<file path="src/hdl/lew_pkg.sv">
`timescale 1ns / 1ps
// ----------------------------------------------------------------------------
// Line editor package
// Shared types, key codes and result codes of the word-wrapping line editor.
// ----------------------------------------------------------------------------
package lew_pkg;

  // Default screen line width
  localparam int LINE_WIDTH_DEF = 40;

  // Field widths
  localparam int CHAR_W = 8;
  localparam int ACT_W  = 3;
  localparam int CNT_W  = 6;

  // Key codes
  localparam logic [CHAR_W-1:0] KEY_EOT      = 8'd4;
  localparam logic [CHAR_W-1:0] KEY_BS       = 8'd8;
  localparam logic [CHAR_W-1:0] KEY_LF       = 8'd10;
  localparam logic [CHAR_W-1:0] KEY_KILL     = 8'd21;
  localparam logic [CHAR_W-1:0] KEY_WERASE   = 8'd23;
  localparam logic [CHAR_W-1:0] KEY_SPACE    = 8'd32;
  localparam logic [CHAR_W-1:0] KEY_TILDE    = 8'd126;
  localparam logic [CHAR_W-1:0] KEY_DEL      = 8'd127;

  // Terminal action codes
  typedef enum logic [ACT_W-1:0] {
    ACT_ECHO    = 3'd0,
    ACT_ERASE   = 3'd1,
    ACT_NEWLINE = 3'd2,
    ACT_BELL    = 3'd3,
    ACT_END     = 3'd4
  } action_t;

  // One result beat
  typedef struct packed {
    action_t           action;
    logic [CHAR_W-1:0] out_char;
    logic [CNT_W-1:0]  erase_count;
    logic              last;
  } result_t;

  // Result handed from the sequencer to the output register
  typedef struct packed {
    logic    valid;
    result_t res;
  } emit_t;

endpackage

</file>
<file path="src/hdl/lew_chan_if.sv">
`timescale 1ns / 1ps
// ----------------------------------------------------------------------------
// Line editor channels
// Valid/ready channels for keystroke bytes and terminal action beats.
// ----------------------------------------------------------------------------
interface lew_char_if;
  logic       valid;
  logic       ready;
  logic [7:0] in_char;

  modport source (output valid, output in_char, input ready);
  modport sink (input valid, input in_char, output ready);
endinterface

interface lew_act_if;
  logic       valid;
  logic       ready;
  logic [2:0] action;
  logic [7:0] out_char;
  logic [5:0] erase_count;
  logic       last;

  modport source (output valid, output action, output out_char, output erase_count,
                  output last, input ready);
  modport sink (input valid, input action, input out_char, input erase_count,
                input last, output ready);
endinterface

</file>
<file path="src/hdl/line_editor_word_wrap_top.sv">
`timescale 1ns / 1ps
// ----------------------------------------------------------------------------
// Line editor with word wrap
// Usage:
//   in_ch carries one keystroke byte per beat; out_ch carries terminal action
//   beats (echo, erase, newline, bell, end of input), with last set on the
//   final beat caused by a keystroke. Some keystrokes cause no beat at all.
//   One keystroke is in work at a time; in_ch.ready is high only when idle.
//   Simple keys load their beat into the result register from the decode
//   state and reopen the input with it; the decode state waits while the
//   output register is busy. Word erase scans the line buffer one entry at
//   a time (a read state, then a check state), and a wrap at full width
//   scans the trailing word the same way, then moves and echoes it one
//   character at a time (a read state, then a write state), all through
//   the single read port of the line buffer. A single output register holds
//   the next beat; while the receiver stalls the sequencer waits at that
//   beat and nothing is lost. Reset empties the line and clears the
//   end-of-input flag; the buffer contents need no clearing since only
//   entries below the length are read.
// ----------------------------------------------------------------------------
module line_editor_word_wrap_top
  import lew_pkg::*;
#(
  parameter int LINE_WIDTH = LINE_WIDTH_DEF
) (
  input  logic       clk,
  input  logic       rst,
  lew_char_if.sink   in_ch,
  lew_act_if.source  out_ch
);

  localparam int AW = $clog2(LINE_WIDTH);

  emit_t             emit;
  logic              slot_free;
  logic              in_ready;
  logic              ram_we;
  logic [AW-1:0]     ram_waddr;
  logic [CHAR_W-1:0] ram_wdata;
  logic [AW-1:0]     ram_raddr;
  logic [CHAR_W-1:0] ram_rdata;

  assign in_ch.ready = in_ready;

  lew_seq #(
    .LINE_WIDTH (LINE_WIDTH)
  ) u_seq (
    .clk       (clk),
    .rst       (rst),
    .in_valid  (in_ch.valid),
    .in_char   (in_ch.in_char),
    .in_ready  (in_ready),
    .slot_free (slot_free),
    .emit      (emit),
    .ram_we    (ram_we),
    .ram_waddr (ram_waddr),
    .ram_wdata (ram_wdata),
    .ram_raddr (ram_raddr),
    .ram_rdata (ram_rdata)
  );

  lew_ram #(
    .WIDTH (CHAR_W),
    .DEPTH (LINE_WIDTH)
  ) u_line_buf (
    .clk   (clk),
    .we    (ram_we),
    .waddr (ram_waddr),
    .wdata (ram_wdata),
    .raddr (ram_raddr),
    .rdata (ram_rdata)
  );

  lew_out_reg u_out (
    .clk       (clk),
    .rst       (rst),
    .emit      (emit),
    .slot_free (slot_free),
    .out_ch    (out_ch)
  );

`ifndef SYNTHESIS
  // A beat is issued only into a free output register
  a_emit_slot: assert property (@(posedge clk) disable iff (rst)
    emit.valid |-> slot_free)
    else $error("result issued while output register busy");

  // Nothing is issued while waiting for a keystroke
  a_idle_quiet: assert property (@(posedge clk) disable iff (rst)
    in_ready |-> !emit.valid)
    else $error("result issued while idle");

  // The input is closed in the cycle after a keystroke is accepted
  a_busy_after_accept: assert property (@(posedge clk) disable iff (rst)
    (in_ch.valid && in_ready) |=> !in_ready)
    else $error("input reopened right after accept");

  // Only echo beats carry a character
  a_char_only_echo: assert property (@(posedge clk) disable iff (rst)
    (out_ch.valid && out_ch.action != ACT_ECHO) |-> (out_ch.out_char == '0))
    else $error("character on a non-echo beat");
`endif

endmodule

</file>
<file path="src/hdl/lew_ram.sv">
`timescale 1ns / 1ps
// ----------------------------------------------------------------------------
// Line editor RAM
// Generic single write port, single read port RAM with registered read data.
// ----------------------------------------------------------------------------
module lew_ram #(
  parameter int WIDTH = 8,
  parameter int DEPTH = 40,
  localparam int AW = (DEPTH > 1) ? $clog2(DEPTH) : 1
) (
  input  logic             clk,
  input  logic             we,
  input  logic [AW-1:0]    waddr,
  input  logic [WIDTH-1:0] wdata,
  input  logic [AW-1:0]    raddr,
  output logic [WIDTH-1:0] rdata
);

  logic [WIDTH-1:0] mem [DEPTH];

  // Write, then register the read word
  always_ff @(posedge clk) begin
    if (we) begin
      mem[waddr] <= wdata;
    end
    rdata <= mem[raddr];
  end

endmodule

</file>
<file path="src/hdl/lew_out_reg.sv">
`timescale 1ns / 1ps
// ----------------------------------------------------------------------------
// Line editor output register
// Holds one result beat until the receiver takes it.
// ----------------------------------------------------------------------------
module lew_out_reg
  import lew_pkg::*;
(
  input  logic             clk,
  input  logic             rst,
  input  emit_t            emit,
  output logic             slot_free,
  lew_act_if.source        out_ch
);

  logic    valid;
  result_t data;

  assign slot_free = !valid || out_ch.ready;

  // Load a new beat, or drop the one taken
  always_ff @(posedge clk) begin
    if (rst) begin
      valid <= 1'b0;
    end else if (emit.valid) begin
      valid <= 1'b1;
    end else if (out_ch.ready) begin
      valid <= 1'b0;
    end
  end

  // Payload carries no reset
  always_ff @(posedge clk) begin
    if (emit.valid) begin
      data <= emit.res;
    end
  end

  assign out_ch.valid       = valid;
  assign out_ch.action      = data.action;
  assign out_ch.out_char    = data.out_char;
  assign out_ch.erase_count = data.erase_count;
  assign out_ch.last        = data.last;

endmodule

</file>
<file path="src/hdl/lew_seq.sv">
`timescale 1ns / 1ps
// ----------------------------------------------------------------------------
// Line editor sequencer
// Decodes each keystroke and walks the line buffer one entry at a time for
// word erase, the wrap scan and the word move, issuing result beats.
// ----------------------------------------------------------------------------
module lew_seq
  import lew_pkg::*;
#(
  parameter int LINE_WIDTH = LINE_WIDTH_DEF,
  localparam int LEN_W = $clog2(LINE_WIDTH + 1),
  localparam int AW = $clog2(LINE_WIDTH)
) (
  input  logic              clk,
  input  logic              rst,
  input  logic              in_valid,
  input  logic [CHAR_W-1:0] in_char,
  output logic              in_ready,
  input  logic              slot_free,
  output emit_t             emit,
  output logic              ram_we,
  output logic [AW-1:0]     ram_waddr,
  output logic [CHAR_W-1:0] ram_wdata,
  output logic [AW-1:0]     ram_raddr,
  input  logic [CHAR_W-1:0] ram_rdata
);

  localparam logic [LEN_W-1:0] FULL = LEN_W'(LINE_WIDTH);

  typedef enum logic [9:0] {
    S_IDLE       = 10'b00_0000_0001,
    S_DECODE     = 10'b00_0000_0010,
    S_RD         = 10'b00_0000_0100,
    S_CHK        = 10'b00_0000_1000,
    S_ERASE_W    = 10'b00_0001_0000,
    S_WRAP_ERASE = 10'b00_0010_0000,
    S_WRAP_NL    = 10'b00_0100_0000,
    S_MV_RD      = 10'b00_1000_0000,
    S_MV_WR      = 10'b01_0000_0000,
    S_ECHO_C     = 10'b10_0000_0000
  } state_t;

  state_t            state, state_next;
  logic [LEN_W-1:0]  len, len_next;
  logic [LEN_W-1:0]  pos, pos_next;
  logic [LEN_W-1:0]  j, j_next;
  logic [CHAR_W-1:0] ch;
  logic              phase, phase_next;
  logic              wrap_mode, wrap_mode_next;
  logic              finished, finished_next;

  logic [LEN_W-1:0]  word_len;
  logic [LEN_W-1:0]  pos_dec;
  logic [LEN_W-1:0]  mv_src;
  logic [LEN_W-1:0]  j_inc;
  logic [LEN_W-1:0]  pos_after;
  logic              is_space;
  logic              printable;
  logic              scan_stop;

  assign in_ready  = (state == S_IDLE);
  assign word_len  = len - pos;
  assign pos_dec   = pos - 1'b1;
  assign mv_src    = pos + j;
  assign j_inc     = j + 1'b1;
  assign is_space  = (ram_rdata == KEY_SPACE);
  assign printable = (ch >= KEY_SPACE) && (ch <= KEY_TILDE);

  // Scan step: drop trailing spaces first (word erase only), then the non-space run
  assign scan_stop = phase && is_space;
  assign pos_after = scan_stop ? pos : pos_dec;

  // Read address: scan looks below pos, move reads the word in place
  assign ram_raddr = (state == S_MV_RD || state == S_MV_WR) ? mv_src[AW-1:0]
                                                             : pos_dec[AW-1:0];

  always_comb begin
    state_next     = state;
    len_next       = len;
    pos_next       = pos;
    j_next         = j;
    phase_next     = phase;
    wrap_mode_next = wrap_mode;
    finished_next  = finished;
    emit           = '0;
    ram_we         = 1'b0;
    ram_waddr      = len[AW-1:0];
    ram_wdata      = ch;

    unique case (state)
      S_IDLE: begin
        if (in_valid) begin
          state_next = S_DECODE;
        end
      end

      // Handle the single-beat keys, or start a scan
      S_DECODE: begin
        if (slot_free) begin
          state_next = S_IDLE;
          priority if (finished) begin
            state_next = S_IDLE;
          end else if (ch == KEY_EOT && len == '0) begin
            finished_next        = 1'b1;
            emit.valid           = 1'b1;
            emit.res.action      = ACT_END;
            emit.res.last        = 1'b1;
          end else if (ch == KEY_LF) begin
            len_next             = '0;
            emit.valid           = 1'b1;
            emit.res.action      = ACT_NEWLINE;
            emit.res.last        = 1'b1;
          end else if (ch == KEY_DEL || ch == KEY_BS) begin
            if (len != '0) begin
              len_next             = len - 1'b1;
              emit.valid           = 1'b1;
              emit.res.action      = ACT_ERASE;
              emit.res.erase_count = CNT_W'(1);
              emit.res.last        = 1'b1;
            end
          end else if (ch == KEY_KILL) begin
            if (len != '0) begin
              len_next             = '0;
              emit.valid           = 1'b1;
              emit.res.action      = ACT_ERASE;
              emit.res.erase_count = CNT_W'(len);
              emit.res.last        = 1'b1;
            end
          end else if (ch == KEY_WERASE) begin
            if (len != '0) begin
              pos_next       = len;
              phase_next     = 1'b0;
              wrap_mode_next = 1'b0;
              state_next     = S_RD;
            end
          end else if (printable) begin
            if (len != FULL) begin
              ram_we            = 1'b1;
              len_next          = len + 1'b1;
              emit.valid        = 1'b1;
              emit.res.action   = ACT_ECHO;
              emit.res.out_char = ch;
              emit.res.last     = 1'b1;
            end else begin
              pos_next       = len;
              phase_next     = 1'b1;
              wrap_mode_next = 1'b1;
              state_next     = S_RD;
            end
          end else begin
            emit.valid      = 1'b1;
            emit.res.action = ACT_BELL;
            emit.res.last   = 1'b1;
          end
        end
      end

      // Read address is out, data lands next cycle
      S_RD: begin
        state_next = S_CHK;
      end

      // Examine one buffer entry and step down
      S_CHK: begin
        pos_next = pos_after;
        if (!phase) begin
          phase_next = !is_space;
        end
        if (scan_stop || pos_after == '0) begin
          if (wrap_mode) begin
            state_next = S_WRAP_ERASE;
          end else if (pos_after != len) begin
            state_next = S_ERASE_W;
          end else begin
            state_next = S_IDLE;
          end
        end else begin
          state_next = S_RD;
        end
      end

      S_ERASE_W: begin
        if (slot_free) begin
          emit.valid           = 1'b1;
          emit.res.action      = ACT_ERASE;
          emit.res.erase_count = CNT_W'(word_len);
          emit.res.last        = 1'b1;
          len_next             = pos;
          state_next           = S_IDLE;
        end
      end

      // Erase the trailing word, or the whole line if the word fills it
      S_WRAP_ERASE: begin
        if (slot_free) begin
          if (pos == '0) begin
            emit.valid           = 1'b1;
            emit.res.action      = ACT_ERASE;
            emit.res.erase_count = CNT_W'(len);
            emit.res.last        = 1'b1;
            len_next             = '0;
            state_next           = S_IDLE;
          end else begin
            if (word_len != '0) begin
              emit.valid           = 1'b1;
              emit.res.action      = ACT_ERASE;
              emit.res.erase_count = CNT_W'(word_len);
            end
            j_next     = '0;
            state_next = S_WRAP_NL;
          end
        end
      end

      S_WRAP_NL: begin
        if (slot_free) begin
          emit.valid      = 1'b1;
          emit.res.action = ACT_NEWLINE;
          state_next      = (word_len == '0) ? S_ECHO_C : S_MV_RD;
        end
      end

      S_MV_RD: begin
        state_next = S_MV_WR;
      end

      // Move one word character to the line head and echo it
      S_MV_WR: begin
        if (slot_free) begin
          ram_we            = 1'b1;
          ram_waddr         = j[AW-1:0];
          ram_wdata         = ram_rdata;
          emit.valid        = 1'b1;
          emit.res.action   = ACT_ECHO;
          emit.res.out_char = ram_rdata;
          j_next            = j_inc;
          state_next        = (j_inc == word_len) ? S_ECHO_C : S_MV_RD;
        end
      end

      // Append the new character after the moved word
      S_ECHO_C: begin
        if (slot_free) begin
          ram_we            = 1'b1;
          ram_waddr         = word_len[AW-1:0];
          emit.valid        = 1'b1;
          emit.res.action   = ACT_ECHO;
          emit.res.out_char = ch;
          emit.res.last     = 1'b1;
          len_next          = word_len + 1'b1;
          state_next        = S_IDLE;
        end
      end

      default: begin
        state_next = S_IDLE;
      end
    endcase
  end

  // Control state
  always_ff @(posedge clk) begin
    if (rst) begin
      state     <= S_IDLE;
      len       <= '0;
      finished  <= 1'b0;
      pos       <= '0;
      j         <= '0;
      phase     <= 1'b0;
      wrap_mode <= 1'b0;
    end else begin
      state     <= state_next;
      len       <= len_next;
      finished  <= finished_next;
      pos       <= pos_next;
      j         <= j_next;
      phase     <= phase_next;
      wrap_mode <= wrap_mode_next;
    end
  end

  // Capture the keystroke on acceptance
  always_ff @(posedge clk) begin
    if (in_valid && in_ready) begin
      ch <= in_char;
    end
  end

endmodule
</file>
<file path="src/flat_wrapper.sv">
// flat-port wrapper written by rule: the top's interface ports become plain ports
module line_editor_word_wrap_top_flat import lew_pkg::*;
#(
  parameter int LINE_WIDTH = LINE_WIDTH_DEF
)
  (clk, rst, in_ch_valid, in_ch_in_char, in_ch_ready, out_ch_valid, out_ch_action, out_ch_out_char, out_ch_erase_count, out_ch_last, out_ch_ready);
  lew_char_if in_ch_i ();
  lew_act_if out_ch_i ();
  input  logic clk;
  input  logic rst;
  input wire logic [$bits(in_ch_i.valid)-1:0] in_ch_valid;
  input wire logic [$bits(in_ch_i.in_char)-1:0] in_ch_in_char;
  output wire logic [$bits(in_ch_i.ready)-1:0] in_ch_ready;
  output wire logic [$bits(out_ch_i.valid)-1:0] out_ch_valid;
  output wire logic [$bits(out_ch_i.action)-1:0] out_ch_action;
  output wire logic [$bits(out_ch_i.out_char)-1:0] out_ch_out_char;
  output wire logic [$bits(out_ch_i.erase_count)-1:0] out_ch_erase_count;
  output wire logic [$bits(out_ch_i.last)-1:0] out_ch_last;
  input wire logic [$bits(out_ch_i.ready)-1:0] out_ch_ready;
  assign in_ch_i.valid = in_ch_valid;
  assign in_ch_i.in_char = in_ch_in_char;
  assign in_ch_ready = in_ch_i.ready;
  assign out_ch_valid = out_ch_i.valid;
  assign out_ch_action = out_ch_i.action;
  assign out_ch_out_char = out_ch_i.out_char;
  assign out_ch_erase_count = out_ch_i.erase_count;
  assign out_ch_last = out_ch_i.last;
  assign out_ch_i.ready = out_ch_ready;
  line_editor_word_wrap_top #(.LINE_WIDTH(LINE_WIDTH)) u_core (.clk(clk), .rst(rst), .in_ch(in_ch_i), .out_ch(out_ch_i));
endmodule
</file>
<file path="config.mk">
export PLATFORM = sky130hd
export DESIGN_NAME = line_editor_word_wrap_top_flat
export DESIGN_NICKNAME = d
export VERILOG_FILES = /design/src/hdl/lew_pkg.sv /design/src/hdl/lew_chan_if.sv /design/src/hdl/line_editor_word_wrap_top.sv /design/src/hdl/lew_ram.sv /design/src/hdl/lew_out_reg.sv /design/src/hdl/lew_seq.sv /design/src/flat_wrapper.sv
export SDC_FILE = /design/constraint.sdc
export NUM_CORES = 1
export LEC_CHECK = 0
export BUFFER_PORTS_ARGS = -buffer_cell sky130_fd_sc_hd__buf_2
export CELL_PAD_IN_SITES_DETAIL_PLACEMENT = 0
export CELL_PAD_IN_SITES_GLOBAL_PLACEMENT = 1
export CORE_ASPECT_RATIO = 0.9
export CORE_UTILIZATION = 30
export DETAILED_ROUTE_END_ITERATION = 12
export PLACE_DENSITY_LB_ADDON = 0.1
export SYNTH_ARGS = -nofsm -noshare
export SYNTH_HDL_FRONTEND = slang
export SYNTH_HIERARCHICAL = 1
export SYNTH_SLANG_ARGS = --single-unit
</file>
<file path="constraint.sdc">
create_clock -name clk -period 3.9 [get_ports clk]
set_input_delay 0.195 -clock clk [delete_from_list [all_inputs] [get_ports clk]]
set_output_delay 0.195 -clock clk [all_outputs]
set_load 0.03 [all_outputs]
</file>
# --- Word-level counts from Yosys, hierarchy flattened ---
# Memories as Yosys holds them, arrays and structs flattened. A register that Yosys moved wholly into a read port is not among the register bits.
# Cells that the tools add are included.
classes:
  add_sub_neg: 7
  n_lt_le_gt_ge: 2
  eq_ne: 45
  n_mux: 129
  n_bitwise: 5
  reduce_logical: 29
op_table:
  columns: ["cell", "n"]
  rows:
  - ["two-way mux 6 bit", 36]
  - ["two-way mux 10 bit", 15]
  - ["one-hot mux 10 bit (9 select lines)", 1]
  - ["two-way mux 12 bit", 4]
  - ["two-way mux 4 bit", 11]
  - ["two-way mux 8 bit", 5]
  - ["two-way mux 19 bit", 2]
  - ["one-hot mux 6 bit (2 select lines)", 3]
  - ["two-way mux 7 bit", 5]
  - ["two-way mux 1 bit", 33]
  - ["two-way mux 14 bit", 2]
  - ["zero test 6 bit", 4]
  - ["one-hot mux 4 bit (6 select lines)", 1]
  - ["one-hot mux 6 bit (4 select lines)", 1]
  - ["one-hot mux 8 bit (3 select lines)", 1]
  - ["inequality test 2 bit (second input constant)", 10]
  - ["AND reduction 10 bit", 2]
  - ["adder 6 x 1 -> 6 bit (second input constant)", 3]
  - ["one-hot mux 6 bit (3 select lines)", 1]
  - ["== test 8 x 4 -> 1 bit (second input constant)", 2]
  - ["== test 8 x 5 -> 1 bit (second input constant)", 2]
  - ["inequality test 5 bit (second input constant)", 3]
  - ["inequality test 2 x 1 -> 1 bit (second input constant)", 7]
  - ["AND reduction 13 bit", 1]
  - ["39 further kinds", 62]
totals:
  register_bits: 58
  ramBits: 320
  inputBits: 12
  out_inout_bits: 20
  wordCells: 231
  memories: 1
mem_list:
  columns: ["memory", "depth", "word_bits", "rd", "rd_clocked_by_memory_dff", "write_ports", "line", "rtl"]
  rows:
  - ["u_core.u_line_buf.mem", 40, 8, 1, 1, 1, "lew_ram.sv:19", "logic [WIDTH-1:0] mem [DEPTH];"]

# --- Longest topological paths before layout ---
# Gate-level depths: netlist (run 1).
depth:
  word_depth: 13
  ltp_mapped: 14
  mapped_depth_nobuf: 13

# --- Cells and area by module ---
# Netlist (run 1), hierarchy kept.
modules_own_cells:
  columns: ["mod", "instances", "cells_each", "area_each_um2", "seq_area_each_um2"]
  rows:
  - ["lew_ram", 1, 696, 12990.0, 9769.4]
  - ["lew_seq", 1, 495, 3925.0, 860.8]
  - ["lew_out_reg", 1, 22, 586.8, 560.5]

# --- Worst setup path after synthesis (run 1) ---
# Ideal clock, no wire load.
synth_path:
  kind: "register -> register"
  from: "register u_core.u_seq.len[0]"
  to: "memory u_core.u_line_buf.mem[16][0], enable pin"
  setup_ns: 0.383
  arrival_time_ns: 3.210
  required_ns: 3.517
  setup_slack_ns: 0.307
  stages_incl_launch_ff: 15
  n_path_buf: 1
  synth_period_minus_slack_ns: 3.593
  cell_sequence: "dfxtp_1 clkbuf_1 inv_1 ha_1 inv_1 fa_1 a21o_1 a21oi_1 xnor2_1 inv_1 o21ai_0 a22o_1 nor4bb_1 nand2b_1 nor3_1"
synth_via:
  word_cells_on_any_way: 19
  classes_between: "add/sub: 1; eq/ne: 1; mux: 15; reduce/logical: 2"
synth_lines:
  columns: ["item", "line", "rtl"]
  rows:
  - ["start, declared", "lew_seq.sv:44", "logic [LEN_W-1:0] len, len_next;"]
  - ["start signal, assigned", "lew_seq.sv:273", "len <= len_next;"]
  - ["subtractor 6 bit", "lew_seq.sv:62", "assign word_len = len - pos;"]
  - ["two-way mux 6 bit", "lew_seq.sv:243", "if (slot_free) begin"]
  - ["one-hot mux 6 bit (2 select lines)", "lew_seq.sv:90", "unique case (state)"]
  - ["named net u_core.ram_waddr[4]", "line_editor_word_wrap_top.sv:38", "logic [AW-1:0] ram_waddr;"]
  - ["end, declared", "lew_ram.sv:19", null]
# The timed path passes the listed nets, and every way through them passes these cells.

# --- Final worst setup path (run 1) ---
layout_path:
  from: "register u_core.u_seq.state[2]"
  to: "memory u_core.u_line_buf.mem[37][4], enable pin"
layout_via:
  elab_chain_len: 5
  word_cells_on_any_way: 8
  classes_between: "eq/ne: 3; mux: 4; reduce/logical: 1"
layout_lines:
  columns: ["item", "line", "rtl"]
  rows:
  - ["start, declared", "lew_seq.sv:43", "state_t state, state_next;"]
  - ["start signal, assigned", "lew_seq.sv:272", "state <= state_next;"]
  - ["== test 10 x 9 -> 1 bit / == test 10 bit (equally long branches)", "lew_seq.sv:90", null]
  - ["OR reduction 2 bit (no source line)", null, null]
  - ["one-hot mux 1 bit (2 select lines) *", "lew_seq.sv:90", null]
  - ["named net u_core.ram_we", "line_editor_word_wrap_top.sv:37", "logic ram_we;"]
  - ["two-way mux 1 bit *", "lew_ram.sv:23", "if (we) begin"]
  - ["two-way mux 1 bit (not written as such) *", "lew_ram.sv:24", "mem[waddr] <= wdata;"]
# Mark *: on every way through the listed nets, which the timed path passes. The rest lies on a longest branch.

==> run metrics, run 1 <==
area post-placement 19000 sq um; Post-Syn Area 17500 sq um; FFs w/ async S/R, synth 0%; Setup crit end kind register; Synth top area share 59.4%; share of layout cells above drive strength 1 20.6%; Slew HR 31.3%; Top delay family on crit path simple AND/OR/NAND/NOR gates; Worst Hold Class in -> reg; core area 57300 sq um; syn avg cell area 14.4 sq um; Rows 83; worst r2r dst u_core/u_line_buf/mem[37][4]; Clock Latency Late Sink 0.58 ns; Critical Path Source u_core/u_seq/state[2]; setup TNS 0 ns; Worst Setup EP u_core/u_line_buf/mem[37][4]; Net count, final 1360; antenna violations before repair 1; Placer Congestion 0.827; vias per inst 5.04; die area 59300 sq um; crit path DAT 3.99 ns; Yosys cell types 83; Final period util 95.5%; status complete, no violations; post-DP HPWL 34.1 mm; Starting DRT DRC Count 868; final setup violation count 0; Crit Path Category reg -> reg; pin count of the biggest net entering global routing 41; Buffers on Ports 31; Sinks on Clock Net 386; Synth Register Bits 386; H-Tree Depth 2; WP depth 11; Post-CTS Setup Repair Bufs 0; Worst Tran Pin Value 1.03 ns; gr ovfl total 0; Wirelength per Cell 23.6 um; Max IR drop VDD 286 uV; WP data required 4.16 ns; crit-path max FO 8; Slew Viols, Final 0; CTS root buffer clkbuf_16; PnR worst setup slack 0.175 ns; reg-to-reg setup timing slack 0.17 ns; R2R Path Start u_core/u_seq/state[2]; DR vias 10700; DRC viols 0; wire length of the first global-routing pass 74.0 mm; Post-synth EDFFs 346; TritonCTS clock tree yes; unrepaired setup endpoints after global routing false; # IOs 32; DP Worst Slack 0.292 ns; Total Routing Usage GR 17.0%; die height 231 um; Max Root-Sink Buffers 3; CP Launch Type register; critical path's largest stage delay 0.44 ns; Synth area leaders edfxtp_1, mux2i_1, dfxtp_1; Net Count, Synth 1244; area grow syn2layout 17.8%; total CTS buffers 44; slowest CP cell nand3_1; worst reg2reg path depth 11; FMAX 0.268 GHz; initial core utilization 30.5%; final non-filler cell area 20600 sq um; clk slew on worst S/H paths 0.05 ns; register area share after synthesis 63.9%; drt first pass iters 8; synth warn 6; top_reg_cell synth edfxtp_1; CP bufs+invs 2; Post-Syn Instances 1213; worst-path cell chain nor4_4 -> buf_4 -> and4b_1 -> and4b_1 -> nand2_1 -> nor2_1 -> a41o_1 -> nor2b_1 -> nand3_1 -> nor2_1 -> buf_4; hold slack 0.159 ns; area leader, netlist edfxtp_1; post_cts resized 0; P_leak 7.88 nW; Hold Violations, Final 0; pwr/cell area 446 nW/um^2; Die X 257 um; Final Critical Period 3.73 ns; Final Skew 0.0240 ns; number of max-cap violations 0; Routed Antenna Nets 0; total power 9.20 mW; number of global-route vias before repair 10600; CTS hold repair buffers 9; final WL 50.2 mm
-- registers in the layout, summed over array words and instances (netlist names), 8 cells and up --
signal                        flops
u_core/u_seq/state               10
u_core/u_line_buf/mem           320
u_core/u_line_buf/rdata           8
u_core/u_out/out_ch.out_char      8
u_core/u_seq/ch                   8
-- how the worst min path moves through the flow --
stage,startpoint,end,slack (ns),depth (start not counted)
final,rst,u_core/u_seq/finished,0.16,2
after CTS,rst,u_core/u_seq/finished,0.14,2
after global routing,rst,u_core/u_seq/state[1],0.17,2
after detailed placement,in_ch_in_char[5],u_core/u_seq/ch[5],0.37,1
after floorplan,rst,u_core/u_out/out_ch.valid,0.26,1
after global placement,in_ch_in_char[0],u_core/u_seq/ch[0],0.38,1
-- metal layers --
layer	vias to the layer above	global-route usage (%)	part of all wire (%)
met5	-	0	0
met4	0	3.74	1.5
li1	4992	-	-
met1	5441	26.3	52
met3	49	2.41	4.1
met2	241	24.8	42
-- cell type report --
class / count / area (sq um)
Clock inverter: 29 / 352
Clock buffer: 51 / 1160
Inverter: 21 / 78.8
Tap cell: 765 / 957
Multi-Input combinational cell: 733 / 5810
Sequential cell: 386 / 11200
Timing Repair Buffer: 143 / 1070
Fill cell: 5552 / 36700
Antenna cell: 1 / 2.50
-- placed cells by master (no fill, tap or decap), types with 20 or more instances in the layout --
| cell type | count |
|---|---|
| mux2i_1 | 131 |
| a21oi_1 | 44 |
| buf_2 | 31 |
| a22oi_1 | 38 |
| dfxtp_1 | 40 |
| clkbuf_16 | 45 |
| buf_4 | 99 |
| a22o_1 | 30 |
| nor2_1 | 90 |
| edfxtp_1 | 346 |
| xnor2_1 | 20 |
| inv_1 | 21 |
| o21ai_0 | 27 |
| nand2_1 | 55 |
-- through the flow --
| stage | utilization (%) | cells |
|---|---|---|
| after floorplan | - | 1213 |
| after global placement | 33.2 | 2039 |
| after detailed placement | 33.2 | 2039 |
| after CTS | 36.0 | 2128 |
| after global routing | 36.0 | 2128 |
| final | 36.0 | 2129 |
-- power by group --
part / total, mW / internal, mW / switching (mW)
Combinational: 0.323 / 0.0866 / 0.237
Clock: 4.32 / 2.61 / 1.71
Sequential: 4.56 / 4.54 / 0.0182
-- cell families after synthesis --
logic type	count (synthesis)	share of synthesized area, %
flip-flops	386	63.9
AND/OR/NAND/NOR	266	7.95
AO/OA/AOI/OAI	246	11.1
multiplexers	164	10.6
buffers and inverters	94	3.05
XOR/XNOR	38	1.90
adder cells (fa/ha/maj)	19	1.44
-- Yosys cell counts, types with 9 or more instances --
master	n
a21oi_1	45
a221oi_1	10
a221oi_2	11
a22o_1	30
a22oi_1	38
a31oi_1	9
buf_2	17
buf_4	13
clkbuf_1	25
dfxtp_1	40
edfxtp_1	346
ha_1	17
inv_1	21
mux2_2	16
mux2i_1	132
mux4_2	16
nand2_1	55
nand2b_1	9
nand3_1	19
nor2_1	91
nor3_1	15
o21ai_0	27
o22ai_1	12
or3_1	10
xnor2_1	20
xor2_1	18
(Power assumes the default switching activity.)
==> run 2, diff against run 1 <==
--- a/config.mk
+++ b/config.mk
@@ -12,6 +12,7 @@
 export CORE_UTILIZATION = 30
 export DETAILED_ROUTE_END_ITERATION = 12
 export PLACE_DENSITY_LB_ADDON = 0.1
+export RECOVER_POWER = 100
 export SYNTH_ARGS = -nofsm -noshare
 export SYNTH_HDL_FRONTEND = slang
 export SYNTH_HIERARCHICAL = 1
==> run 2 against run 1 <==
Compared with the run above: via count increased by 0.32%; fmax decreased by 0.87%; worst hold slack got worse by 0.012 ns; die area unchanged; sequential share of layout area increased by 0.63 points; largest cell class unchanged; highest routed layer unchanged.
==> run metrics, run 2 (synthesized netlist as in run 1, its figures left out) <==
status complete, no violations; Final Critical Period 3.76 ns (+0.0329 ns); # IOs 32 (unchanged); Final period util 96.4% (+0.84 points); DR vias 10800 (+0.32%); most frequent cells in the layout edfxtp_1, mux2i_1, nor2_1; final WL 50.3 mm (+0.15%); setup TNS 0 ns (unchanged); Total Routing Usage GR 17.0% (unchanged); number of global-route vias before repair 10600 (unchanged); Worst Tran Pin Value 1.03 ns (+0.00479 ns); Slew HR 31.0% (-0.32 points); die area 59300 sq um (unchanged); crit path DAT 4.02 ns (+0.03 ns); WP data required 4.17 ns (about the same); Top reg by flops u_core/u_line_buf/mem; Buffers on Ports 31 (unchanged); wire length of the first global-routing pass 74.0 mm (unchanged); clk slew on worst S/H paths 0.06 ns (about the same); H-Tree Depth 2 (unchanged); Die X 257 um (unchanged); total power 9.19 mW (about the same); Routed Antenna Nets 0 (unchanged); P_leak 7.72 nW (-2.1%); DRC viols 0 (unchanged); gr ovfl total 0 (unchanged); final setup violation count 0 (unchanged); share of layout cells above drive strength 1 17.4% (-3.2 points); slowest CP cell nand3_1; Worst Hold Class in -> reg; Top delay family on crit path simple AND/OR/NAND/NOR gates; die height 231 um (unchanged); antenna violations before repair 1 (unchanged); Max IR drop VDD 286 uV (about the same); drt first pass iters 7 (-1); unrepaired setup endpoints after global routing false; Setup crit end kind register; Final Skew 0.0265 ns (+0.00254 ns); Post-CTS Setup Repair Bufs 0 (unchanged); # fillers 5596 (+0.79%); crit-path max FO 8 (unchanged); hold slack 0.147 ns (-0.0121 ns); Placer Congestion 0.827 (unchanged); Starting DRT DRC Count 832 (-4.1%); final non-filler cell area 20400 sq um (-1.1%); max FFs per register 320 (unchanged); CTS root buffer clkbuf_16; TritonCTS clock tree yes; Slew Viols, Final 0 (unchanged); Max Root-Sink Buffers 3 (unchanged); multi-input logic area 5750 sq um (-1.1%); CP bufs+invs 2 (unchanged); commonest non-fill, non-tap cell in the layout edfxtp_1; Wirelength per Cell 23.6 um (+0.15%); pwr/cell area 451 nW/um^2 (+1.1%); Net count, final 1360 (unchanged); FMAX 0.266 GHz (-0.87%); Sinks on Clock Net 386 (unchanged); Crit Path Category reg -> reg; Clock Latency Late Sink 0.58 ns (about the same); core area 57300 sq um (unchanged); pin count of the biggest net entering global routing 41 (unchanged); area grow syn2layout 16.4%; area post-placement 19000 sq um (unchanged); CP Launch Type register; initial core utilization 30.5% (unchanged); post-DP HPWL 34.1 mm (unchanged); Hold Violations, Final 0 (unchanged); number of max-cap violations 0 (unchanged); total CTS buffers 44 (unchanged); worst-path cell chain nor4_4 -> buf_4 -> and4b_1 -> and4b_1 -> nand2_1 -> nor2_1 -> a41o_1 -> nor2b_1 -> nand3_1 -> nor2_1 -> buf_2; Rows 83 (unchanged); critical path's largest stage delay 0.45 ns (about the same); vias per inst 5.05 (+0.32%); area occupied by registers 11200 sq um (unchanged); Regs by FF count u_core/u_line_buf/mem: 320 flops, u_core/u_seq/state: 10 flops
[run 2: cell types whose count changed in the layout (fill, tap and decap cells not counted), sizes merged]
cell    before  now
buf        134   65
clkbuf      51  120
[run 2: final timing paths]
path	cells after the start	to	slack, ns	start
worst max-delay path	11	u_core/u_line_buf/mem[29][3]	0.14	u_core/u_seq/state[2]
worst min-delay path	2	u_core/u_seq/finished	0.15	rst
worst max register to register	11	u_core/u_line_buf/mem[29][3]	0.14	u_core/u_seq/state[2]
worst min register to register	1	u_core/u_seq/wrap_mode	0.51	u_core/u_seq/wrap_mode
[run 2: metal layers]
metal / GRT usage (%) / routed length (um)
met5: 0 / 0
met3: 2.41 / 2040
met4: 3.74 / 721
met2: 24.8 / 21300
met1: 26.3 / 26200
[run 2: cell type report]
type,instances,area share (%)
Antenna cell,1,0.0123
Clock buffer,51,5.69
Clock inverter,29,1.73
Inverter,21,0.387
Multi-Input combinational cell,733,28.2
Sequential cell,386,54.9
Tap cell,765,4.70
Timing Repair Buffer,143,4.38
[run 2: metrics by stage]
step | cells | setup slack, ns | utilization [%]
2_1_floorplan | 1213 | 0.307 | -
6_report | 2129 | 0.142 | 35.5
3_3_place_gp | 2039 | 0.337 | 33.2
5_1_grt | 2128 | 0.0213 | 35.5
4_1_cts | 2128 | 0.271 | 36.0
3_5_place_dp | 2039 | 0.292 | 33.2
[run 2: report_power, final]
group,internal (mW),switching [mW],leakage [nW]
Combinational,0.0796,0.235,3.53
Sequential,4.54,0.0182,3.45
Clock,2.61,1.71,0.737
Total,7.23,1.97,7.72
[run 2: timing repair]
| item | CTS | global route |
|---|---|---|
| endpoints found under the setup margin | 0 | 0 |
| resized for setup | 0 | 0 |
| hold buffers | 9 | 0 |
| hold endpoints to repair | 9 | 0 |
==> run 3, diff against run 2 <==
--- a/config.mk
+++ b/config.mk
@@ -11,6 +11,7 @@
 export CORE_ASPECT_RATIO = 0.9
 export CORE_UTILIZATION = 30
 export DETAILED_ROUTE_END_ITERATION = 12
+export MAX_ROUTING_LAYER = met4
 export PLACE_DENSITY_LB_ADDON = 0.1
 export RECOVER_POWER = 100
 export SYNTH_ARGS = -nofsm -noshare
==> constraint.sdc (replaced) <==
create_clock -name clk -period 3.9 [get_ports clk]
set_input_delay 0.585 -clock clk [delete_from_list [all_inputs] [get_ports clk]]
set_output_delay 0.585 -clock clk [all_outputs]
set_load 0.03 [all_outputs]
==> run 3 against run 2 <==
Compared with the run above: clock-buffer cell count is 3 higher; sequential power about the same; power shrank 0.48%; cell count fell by 0.38%; clock power shrank 0.9%; sequential cell count did not move; final area fell by 0.27%; worst hold slack better by 0.043 ns; via count fell by 0.48%; critical path depth stayed put; largest cell class unchanged; largest power group unchanged; clock skew down 0.011 ns; non-clock buffer count shrank 9.
==> run metrics, run 3 (synthesized netlist as in run 1, its figures left out) <==
status complete, no violations; H-Tree Depth 2 (unchanged); Placer Congestion 0.813 (-1.7%); CTS root buffer clkbuf_16; Starting DRT DRC Count 760 (-8.7%); TritonCTS clock tree yes; post_cts resized 0 (unchanged); antenna violations before repair 0 (-1); Post-Layout Cell Count 2121 (-0.38%); Rows 83 (unchanged); Total Routing Usage GR 17.6% (+0.67 points); Clock Latency Late Sink 0.58 ns (about the same); final setup violation count 0 (unchanged); Top reg by flops u_core/u_line_buf/mem; CP bufs+invs 2 (unchanged); unrepaired setup endpoints after global routing false; Net count, final 1351 (-0.66%); crit path DAT 3.91 ns (-0.11 ns); Final Critical Period 3.65 ns (-0.112 ns); Buffers on Ports 31 (unchanged); Crit Path Category reg -> reg; DRC viols 0 (unchanged); CP Launch Type register; die height 231 um (unchanged); wire length of the first global-routing pass 74.9 mm (+1.2%); commonest non-fill, non-tap cell in the layout edfxtp_1; drt first pass iters 5 (-2); Routed Antenna Nets 0 (unchanged); setup TNS 0 ns (unchanged); critical path's largest stage delay 0.44 ns (about the same); Worst Hold Class in -> reg; number of max-cap violations 0 (unchanged); Hold Violations, Final 0 (unchanged); die area 59300 sq um (unchanged); Final Skew 0.0157 ns (-0.0109 ns); total power 9.15 mW (-0.48%); # IOs 32 (unchanged); Post-CTS Setup Repair Bufs 0 (unchanged); final WL 50.6 mm (+0.56%); Top delay family on crit path simple AND/OR/NAND/NOR gates; vias per inst 5.05 (-0.11%); Max IR drop VDD 264 uV (-7.8%); total CTS buffers 44 (unchanged); slowest CP cell nand3_1; Regs by FF count u_core/u_line_buf/mem: 320 flops, u_core/u_seq/state: 10 flops; Wirelength per Cell 23.8 um (+0.94%); Sinks on Clock Net 386 (unchanged); placed cell count 2039 (unchanged); area grow syn2layout 16.1%; Slew HR 1.46% (-30 points); Worst Tran Pin Value 1.48 ns (+0.443 ns); pwr/cell area 450 nW/um^2 (-0.21%); initial core utilization 30.5% (unchanged); P_leak 7.70 nW (-0.17%); Setup crit end kind register; core area 57300 sq um (unchanged); most frequent cells in the layout edfxtp_1, mux2i_1, nor2_1; CTS hold repair buffers 0 (-9); area post-placement 19000 sq um (+0.13%); Slew Viols, Final 0 (unchanged); max FFs per register 320 (unchanged); Final period util 93.5% (-2.9 points); share of layout cells above drive strength 1 18.1% (+0.71 points); crit-path max FO 8 (unchanged); DR vias 10700 (-0.48%); Max Root-Sink Buffers 3 (unchanged); post-DP HPWL 34.3 mm (+0.35%); WP data required 4.16 ns (about the same); clk slew on worst S/H paths 0.06 ns (about the same); FMAX 0.274 GHz (+3.1%); final non-filler cell area 20300 sq um (-0.27%); worst-path cell chain nor4_4 -> buf_4 -> and4b_1 -> and4b_1 -> nand2_1 -> nor2_1 -> a41o_1 -> nor2b_1 -> nand3_1 -> nor2_1 -> clkbuf_2; gr ovfl total 0 (unchanged); number of global-route vias before repair 10500 (-1.0%); Die X 257 um (unchanged); pin count of the biggest net entering global routing 41 (unchanged)
## run 3: changes by cell type in the layout (fill, tap and decap cells not counted), sizes merged
cell         previous run  this run
clkbuf                120       115
clkinvlp                2         6
inv                    24        23
diode                   1         2
dlygate4sd3             9         0
bufinv                  7         6
buf                    65        73
clkinv                 17        12
## run 3: per-layer routing
metal / wire, um / GRT usage (%)
met4: 797 / 3.66
met1: 26100 / 26.5
met3: 2090 / 2.46
met2: 21500 / 25.1
met5: 0 / -
## run 3: worst reg2reg max path: stages (launching register included)
cell,delay (ns)
dfxtp_1,0.38
nor4_4,0.35
buf_4,0.19
and4b_1,0.30
and4b_1,0.28
nand2_1,0.10
nor2_1,0.22
a41o_1,0.30
nor2b_1,0.30
nand3_1,0.44
nor2_1,0.21
clkbuf_2,0.26
## run 3: final cells by class
class / instances / area [sq um]
antenna: 2 / 5.00
clock buffer: 54 / 1180
clock inverter: 26 / 315
fill: 5610 / 37000
inverter: 21 / 78.8
multi-input combinational: 733 / 5740
sequential: 386 / 11200
tap: 765 / 957
timing repair buffer: 134 / 856
## run 3: path summary, 6_finish.rpt
kind / startpoint / endpoint / slack [ns] / cells past startpoint
min: in_ch_in_char[5] / u_core/u_seq/ch[5] / 0.19 / 1
min reg2reg: u_core/u_seq/wrap_mode / u_core/u_seq/wrap_mode / 0.50 / 1
max reg2reg: u_core/u_seq/state[2] / u_core/u_line_buf/mem[13][4] / 0.25 / 11
max: u_core/u_seq/state[2] / u_core/u_line_buf/mem[13][4] / 0.25 / 11
## run 3: report_power, final
part	leakage [nW]	switching (mW)	internal (mW)	total (mW)
Clock	0.711	1.72	2.56	4.28
Combinational	3.54	0.235	0.0756	0.311
Sequential	3.45	0.0177	4.54	4.56
## run 3: metrics by stage
stage | worst slack (ns) | hold WS (ns) | util, %
global route | 0.0115 | 0.162 | 35.4
CTS | 0.262 | 0.154 | 35.8
floorplan | 0.307 | 0.456 | -
detailed placement | 0.314 | 0.487 | 33.2
global placement | 0.356 | 0.496 | 33.2
finish | 0.254 | 0.189 | 35.5
